[config.mk]
export PLATFORM = sky130hd
export DESIGN_NAME = mig_div
export DESIGN_NICKNAME = d
export VERILOG_FILES = /design/src/mig_pkg.sv /design/src/mig_div.sv
export SDC_FILE = /design/constraint.sdc
export NUM_CORES = 1
export LEC_CHECK = 0
export ABC_AREA = 1
export BUFFER_PORTS_ARGS = -buffer_cell sky130_fd_sc_hd__buf_2
export CORE_ASPECT_RATIO = 0.5
export CORE_MARGIN = 3
export CORE_UTILIZATION = 24
export CTS_CLUSTER_DIAMETER = 40
export DETAILED_ROUTE_END_ITERATION = 7
export PLACE_DENSITY_LB_ADDON = 0.05
export SETUP_SLACK_MARGIN = 0.3
export SLEW_MARGIN = 20
export SYNTH_ARGS = -nofsm -noshare
export SYNTH_HDL_FRONTEND = slang
export SYNTH_SLANG_ARGS = --single-unit
export TNS_END_PERCENT = 30
[constraint.sdc]
create_clock -name clk -period 2.55 [get_ports clk]
set_input_delay 0 -clock clk [delete_from_list [all_inputs] [get_ports clk]]
set_output_delay 0 -clock clk [all_outputs]
set_load 0.02 [all_outputs]
[src/mig_pkg.sv]
`timescale 1ns / 1ps
// ----------------------------------------------------------------------------
// mig_pkg
// Shared types, constants and fixed-point helpers for the matrix inverter.
// ----------------------------------------------------------------------------
package mig_pkg;

	localparam int DATA_W    = 32;
	localparam int FRAC_W    = 16;
	localparam int IDX_W     = 3;
	localparam int SIZE_W    = 4;
	localparam int DIV_STEPS = DATA_W + FRAC_W;
	localparam int DIVC_W    = $clog2(DIV_STEPS);
	localparam int PROD_W    = 2 * DATA_W;
	localparam int TRUNC_W   = PROD_W - FRAC_W;
	localparam int DIFF_W    = TRUNC_W + 2;

	localparam logic signed [DATA_W-1:0] ONE_Q  = 32'sh0001_0000;
	localparam logic signed [DATA_W-1:0] MAX_Q  = 32'sh7fff_ffff;
	localparam logic signed [DATA_W-1:0] MIN_Q  = 32'sh8000_0000;

	typedef enum logic [4:0] {
		ST_LOAD,
		ST_PV_RD,
		ST_PV_CK,
		ST_SW_RA,
		ST_SW_RB,
		ST_SW_WA,
		ST_SW_WB,
		ST_NM_RD,
		ST_NM_LD,
		ST_NM_DW,
		ST_NM_DV,
		ST_EL_CR,
		ST_EL_CC,
		ST_EL_RI,
		ST_EL_RJ,
		ST_EL_MW,
		ST_EL_SW,
		ST_EL_SV,
		ST_OUT_RD,
		ST_OUT_LD,
		ST_OUT_HOLD
	} state_t;

	// x - trunc(prod / 2^16), saturated to 32 bits
	function automatic logic signed [DATA_W-1:0] mul_sub(
		input logic signed [DATA_W-1:0] x,
		input logic signed [PROD_W-1:0] prod
	);
		logic signed [TRUNC_W-1:0] t;
		logic signed [DIFF_W-1:0]  d;
		t = TRUNC_W'(prod >>> FRAC_W);
		if (prod[PROD_W-1] && (prod[FRAC_W-1:0] != '0)) begin
			t = t + TRUNC_W'(1);
		end
		d = DIFF_W'(x) - DIFF_W'(t);
		if (d > DIFF_W'(MAX_Q)) begin
			mul_sub = MAX_Q;
		end else if (d < DIFF_W'(MIN_Q)) begin
			mul_sub = MIN_Q;
		end else begin
			mul_sub = d[DATA_W-1:0];
		end
	endfunction

endpackage

[src/mig_div.sv]
`timescale 1ns / 1ps
// ----------------------------------------------------------------------------
// mig_div
// Radix-2 restoring divider: (num * 2^16) / den, truncated toward zero and
// saturated to 32 bits. One quotient bit per cycle, done pulses at the end.
// ----------------------------------------------------------------------------
module mig_div (
	input  logic                              clk,
	input  logic                              arst_n,
	input  logic                              start,
	input  logic signed [mig_pkg::DATA_W-1:0] num,
	input  logic signed [mig_pkg::DATA_W-1:0] den,
	output logic                              done,
	output logic signed [mig_pkg::DATA_W-1:0] quo
);
	import mig_pkg::*;

	logic                    busy_q;
	logic                    done_q;
	logic                    sign_q;
	logic [DIVC_W-1:0]       cnt_q;
	logic [DIV_STEPS-1:0]    dvd_q;
	logic [DATA_W-1:0]       den_q;
	logic [DATA_W-1:0]       rem_q;
	logic [DATA_W:0]         trial;
	logic [DATA_W:0]         diff;
	logic                    ge;
	logic [DATA_W-1:0]       num_abs;
	logic [DATA_W-1:0]       den_abs;

	assign num_abs = num[DATA_W-1] ? DATA_W'(-num) : DATA_W'(num);
	assign den_abs = den[DATA_W-1] ? DATA_W'(-den) : DATA_W'(den);
	assign trial   = {rem_q, dvd_q[DIV_STEPS-1]};
	assign diff    = trial - {1'b0, den_q};
	assign ge      = ~diff[DATA_W];

	always_ff @(posedge clk or negedge arst_n) begin
		if (!arst_n) begin
			busy_q <= 1'b0;
			done_q <= 1'b0;
			cnt_q  <= '0;
		end else if (start) begin
			busy_q <= 1'b1;
			done_q <= 1'b0;
			cnt_q  <= '0;
		end else if (busy_q) begin
			cnt_q <= cnt_q + DIVC_W'(1);
			if (cnt_q == DIVC_W'(DIV_STEPS - 1)) begin
				busy_q <= 1'b0;
				done_q <= 1'b1;
			end
		end else begin
			done_q <= 1'b0;
		end
	end

	always_ff @(posedge clk) begin
		if (start) begin
			sign_q <= num[DATA_W-1] ^ den[DATA_W-1];
			dvd_q  <= {num_abs, {FRAC_W{1'b0}}};
			den_q  <= den_abs;
			rem_q  <= '0;
		end else if (busy_q) begin
			rem_q <= ge ? diff[DATA_W-1:0] : trial[DATA_W-1:0];
			dvd_q <= {dvd_q[DIV_STEPS-2:0], ge};
		end
	end

	always_comb begin
		if (!sign_q) begin
			quo = (dvd_q > DIV_STEPS'(MAX_Q)) ? MAX_Q : dvd_q[DATA_W-1:0];
		end else begin
			quo = (dvd_q > DIV_STEPS'({1'b1, {(DATA_W-1){1'b0}}})) ?
				MIN_Q : DATA_W'(-dvd_q[DATA_W-1:0]);
		end
	end

	assign done = done_q;

endmodule

# == Word level (Yosys, flattened, before mapping) ==
# Index checks and enable logic that the tools add are counted.
# classes
addsub,5
magnitude_cmp,2
eq_ne,2
muxes,16
n_bitwise,2
reduce_logical,1
# op_table
op,n
two-way mux 32 bit,5
two-way mux 48 bit,2
negation 32 bit,3
greater-than comparator 48 x 31 -> 1 bit (second input constant),1
greater-than comparator 48 x 32 -> 1 bit (second input constant),1
subtractor 33 x 32 -> 33 bit,1
two-way mux 31 bit,1
two-way mux 6 bit,2
adder 6 x 1 -> 6 bit (second input constant),1
equality test 6 bit (second input constant),1
two-way mux 1 bit,6
inequality test 3 x 2 -> 1 bit (second input constant),1
nonzero test 2 bit,1
NOT 1 bit,1
bitwise XOR 1 bit,1
# word_totals
ff_bits,121
out_inout_bits,33
wordCells,37

# == Depth between registers and ports, before layout ==
# depth
word_depth,4
ltp_mapped,19
ltp_nobuf,18

# == Worst setup path after synthesis ==
# No wires, ideal clock.
# synth_timing
path_kind,flip-flop to flip-flop
startpoint,register dvd_q[47]
endpoint,register rem_q[2]
setup_ns,0.114
arrival_ns,2.122
required_ns,2.436
setup_slack_ns,0.314
stages_incl_launch_ff,20
path_cell_list,edfxtp_1 > inv_2 > ha_1 > fa_1 > inv_1 > nand2_1 > nand2_1 > nand3_1 > nand2_1 > nand2_1 > nand2_2 > nand2_2 > nand2_2 > nand2_2 > nand2_2 > buf_6 > buf_8 > nand2_1 > nand3_1 > nand2_1
# synth_via
elab_chain_len,2
# synth_rtl
item,line,source
start: declaration,mig_div.sv:22,logic [DIV_STEPS-1:0] dvd_q;
start signal: assignment,mig_div.sv:60,"dvd_q <= {num_abs, {FRAC_W{1'b0}}};"
start signal: assignment,mig_div.sv:65,"dvd_q <= {dvd_q[DIV_STEPS-2:0], ge};"
subtractor 33 x 32 -> 33 bit,mig_div.sv:34,"assign diff = trial - {1'b0, den_q};"
two-way mux 32 bit,mig_div.sv:64,rem_q <= ge ? diff[DATA_W-1:0] : trial[DATA_W-1:0];
end signal: assignment,mig_div.sv:64,
end: declaration,mig_div.sv:24,logic [DATA_W-1:0] rem_q;
# No other way between the ends.
# A chain may end at the register's enable or synchronous reset.

# == Worst setup path after layout ==
# layout_timing
startpoint,register dvd_q[1]
endpoint,output port quo[19] in the netlist's numbering
# layout_via
elab_chain_len,3
# layout_rtl
item,line,source
greater-than comparator 48 x 31 -> 1 bit (tied with other cells),mig_div.sv:71,quo = (dvd_q > DIV_STEPS'(MAX_Q)) ? MAX_Q : dvd_q[DATA_W-1:0];
two-way mux 32 bit (on tied branches),"mig_div.sv:71, mig_div.sv:73",
two-way mux 32 bit *,mig_div.sv:70,if (!sign_q) begin
end: declaration,mig_div.sv:14,output logic signed [mig_pkg::DATA_W-1:0] quo
# Mark *: on every way between the ends. The rest lies on a longest branch, timed or not.

==> results.cfg <==
[floorplan]
dieWidth_um = 294
row_count = 52
die_area_mm2 = 0.0441
initial_core_util = 0.245
io_pins = 100
die_y_um = 150
core_area_mm2 = 0.0407

[setup_path]
timing.critical_path.fanout_max = 6
cp_slowest_cell = dfxtp_2
worst-path-buf-inv = 3
critical-path-top-delay-family = simple AND/OR/NAND/NOR gates
crit_end = quo[19]
r2r-start = den_q[0]
startpoint = dvd_q[1]
worstPathArrival_ns = 2.38
ff2ff_path_depth = 18
cp_cell_sequence = inv_2 > ha_4 > nand3_4 > nor2_4 > nand3_2 > nor2_4 > nand3b_4 > o21ai_4 > buf_6 > nand2_8 > o21ai_1 > buf_4
startpoint_type = flip-flop
path_depth = 12
path_common_cell = nor2_4
required_ns = 2.55
cpPeakStageDelay_ns = 0.34
rrSetupSlack_ns = 0.19
reg2reg_to = rem_q[18]
critPathKind = reg2out
cp-end-kind = primary output

[global_route]
grt_usage = 0.168
antenna_found_initial = 1
gr-total-overflow = 0
grt_pass1_wl_mm = 57.2
grt_pass1_vias = 10316
grt_max_degree = 54

[synth]
yosysUniqueCellTypes = 46
yosysWarnings = 0
syn-cell-area_mm2 = 0.00995
synth_cells = 1576
synth_ff_type = edfxtp_1
ys_ff_latch = 121
syn_area_per_cell_um2 = 6.31
synthArstFlopShare = 0.0661
yosysSeqAreaShare = 0.313
synth_nets = 1680
synth_edf_count = 65

[timing]
max_slew_margin = 0.464
fin_crit_sh = 0.933
fin_ws_ns = 0.172
max_freq_mhz = 420
final_hold_viol_count = 0
fin_setup_tns_ns = 0
fin_crit_ns = 2.38
fin_skew_ns = 0.0181
setup_violations = 0
rsz0062_at_grt = true
drv_slew = 0
worstMarginPinSlew_ns = 0.805

[detailed_routing]
drt_iter0_drc = 635
avgRoutedWirePerCell_um = 15.8
via_count = 10367
ant_nets = 0
wl_mm = 36.9
drtPass1Iterations = 5
drc = 0
via_per_inst = 4.46

[power]
peakVddDrop_mv = 0.435
p_sw_mw = 2.04
intPower_mw = 4.21
sw_frac_of_total = 0.326
clkPwrFrac = 0.401
p_per_area_mw_per_mm2 = 465
total_power_mw = 6.25
comb_power_share = 0.234
leakage_nw = 6.64
seq_power_share = 0.366

[status]
outcome = finished clean

[clocking]
cts_root_buf = clkbuf_16
numCtsBuffers = 17
cts_tree = yes
cts_sinks = 121
cts_buffer_depth = 2
htreeDepth = 4
clk_pin_slew_ns = 0.06
clk_latency_ns = 0.45

[finish]
fillCellCount = 4429
final_util = 0.330
nNetsFinal = 1876
mostFrequentLayoutCells = nand2_1 (474), inv_1 (279), nor2_1 (119)
area_delta_synth_final_pct = 35.0
final_common_cell = nand2_1
drive_above_1_share = 0.184

[placed_design]
pre_cts_ws_ns = 0.0292
port_buffers = 99
dp_hpwl_mm = 27.3
gp_congestion = 0.836

[worst_hold_path]
hold_path_class = in2reg

[job]
cap_violations = 0
-- worst register-to-register path, delay by kind of cell (launching register included) --
kind	cells	cell delay, ns
buffers and inverters	3	0.36
and+or+nand+nor	13	0.93
DFF	1	0.42
adders and majority gates	2	0.55
-- repair_timing --
action / in CTS / in global routing
setup endpoints to repair: 65 / 69
setup buffers: 13 / 8
cloned: 4 / 3
gates resized for setup: 98 / 136
hold buffers: 48 / 0
pin swaps: 7 / 46
endpoints found under the hold margin: 56 / 0
-- through the flow --
stage | hold slack [ns] | cells | area [um2]
floorplan | -0.296 | 1576 | 9950
global placement | -0.140 | 2217 | 11300
detailed placement | -0.145 | 2217 | 11300
CTS | 0.00420 | 2314 | 12800
global route | 0.0308 | 2326 | 13400
finish | 0.00654 | 2326 | 13400
-- layout make-up --
type	instances	area [um2]	area share
clock inverters	12	128	0.00950
repair buffers	211	1760	0.131
clock buffers	20	447	0.0333
flip-flops and latches	121	3120	0.232
diodes	1	2.50	0.000186
multi-input cells	1124	6190	0.461
inverters	297	1110	0.0830
well taps	540	676	0.0503
-- routing by layer --
layer / GRT usage / up-vias / share of wire / wire length (um)
met5: 0 / - / 0 / 0
met4: 0.0411 / 0 / 0.014 / 524
met3: 0.0246 / 33 / 0.027 / 992
met2: 0.280 / 138 / 0.46 / 16900
met1: 0.229 / 4836 / 0.50 / 18400
li1: - / 5360 / - / -
-- power groups by stage --
stage / Clock (mW) / Sequential [mW] / Combinational, mW
6_report: 2.50 / 2.28 / 1.46
5_1_grt: 2.65 / 2.30 / 1.62
4_1_cts: 2.56 / 2.28 / 1.37
3_5_place_dp: 0 / 2.32 / 1.21
3_3_place_gp: 0 / 2.32 / 1.22
2_1_floorplan: 0 / 2.29 / 0.769
-- Yosys cell counts (3+ instances only) --
library cell	instances	share of area
or2_2	3	0.0019
dfrtp_1	8	0.020
buf_2	5	0.0025
nor2_1	128	0.048
clkinv_1	3	0.0011
edfxtp_1	65	0.20
a21oi_1	41	0.021
nand2_1	503	0.19
nand2_2	7	0.0044
inv_2	5	0.0019
nand3_2	3	0.0030
nand4_1	18	0.011
nor2_2	3	0.0019
o21ai_0	108	0.054
and2_1	6	0.0038
nor3_1	36	0.018
o21ai_1	12	0.0060
nand3b_1	4	0.0030
inv_1	289	0.11
ha_1	36	0.045
clkbuf_1	25	0.0094
nor4_1	4	0.0025
xnor2_1	22	0.019
nand3_1	96	0.048
o22ai_1	24	0.015
dfxtp_1	48	0.097
a31oi_1	4	0.0025
xor2_1	48	0.042
-- how the worst min path moves through the flow --
stage	depth (start not counted)	slack [ns]	start	endpoint
5_1_grt	3	0.03	num[9]	dvd_q[25]
3_5_place_dp	1	-0.14	arst_n	cnt_q[1]
2_1_floorplan	0	-0.30	arst_n	busy_q
3_3_place_gp	1	-0.14	arst_n	cnt_q[0]
6_report	3	0.007	num[0]	dvd_q[16]
4_1_cts	4	0.004	num[7]	dvd_q[23]
-- registers in the layout, summed over array words and instances (netlist names) --
signal,cells
busy_q,1
cnt_q,6
den_q,32
done,1
dvd_q,48
rem_q,32
sign_q,1
-- logic make-up (layout without fill, tap and decap cells) --
| family | count (synthesis) | after routing | synth area share |
|---|---|---|---|
| AND/OR/NAND/NOR | 819 | 821 | 0.344 |
| AO/OA/AOI/OAI | 196 | 196 | 0.105 |
| flip-flops | 121 | 121 | 0.313 |
| buffers and inverters | 333 | 540 | 0.129 |
| other | 0 | 1 | 0 |
| adder cells (fa/ha/maj) | 37 | 37 | 0.0473 |
| XOR/XNOR | 70 | 70 | 0.0616 |
(Power assumes the default switching activity.)
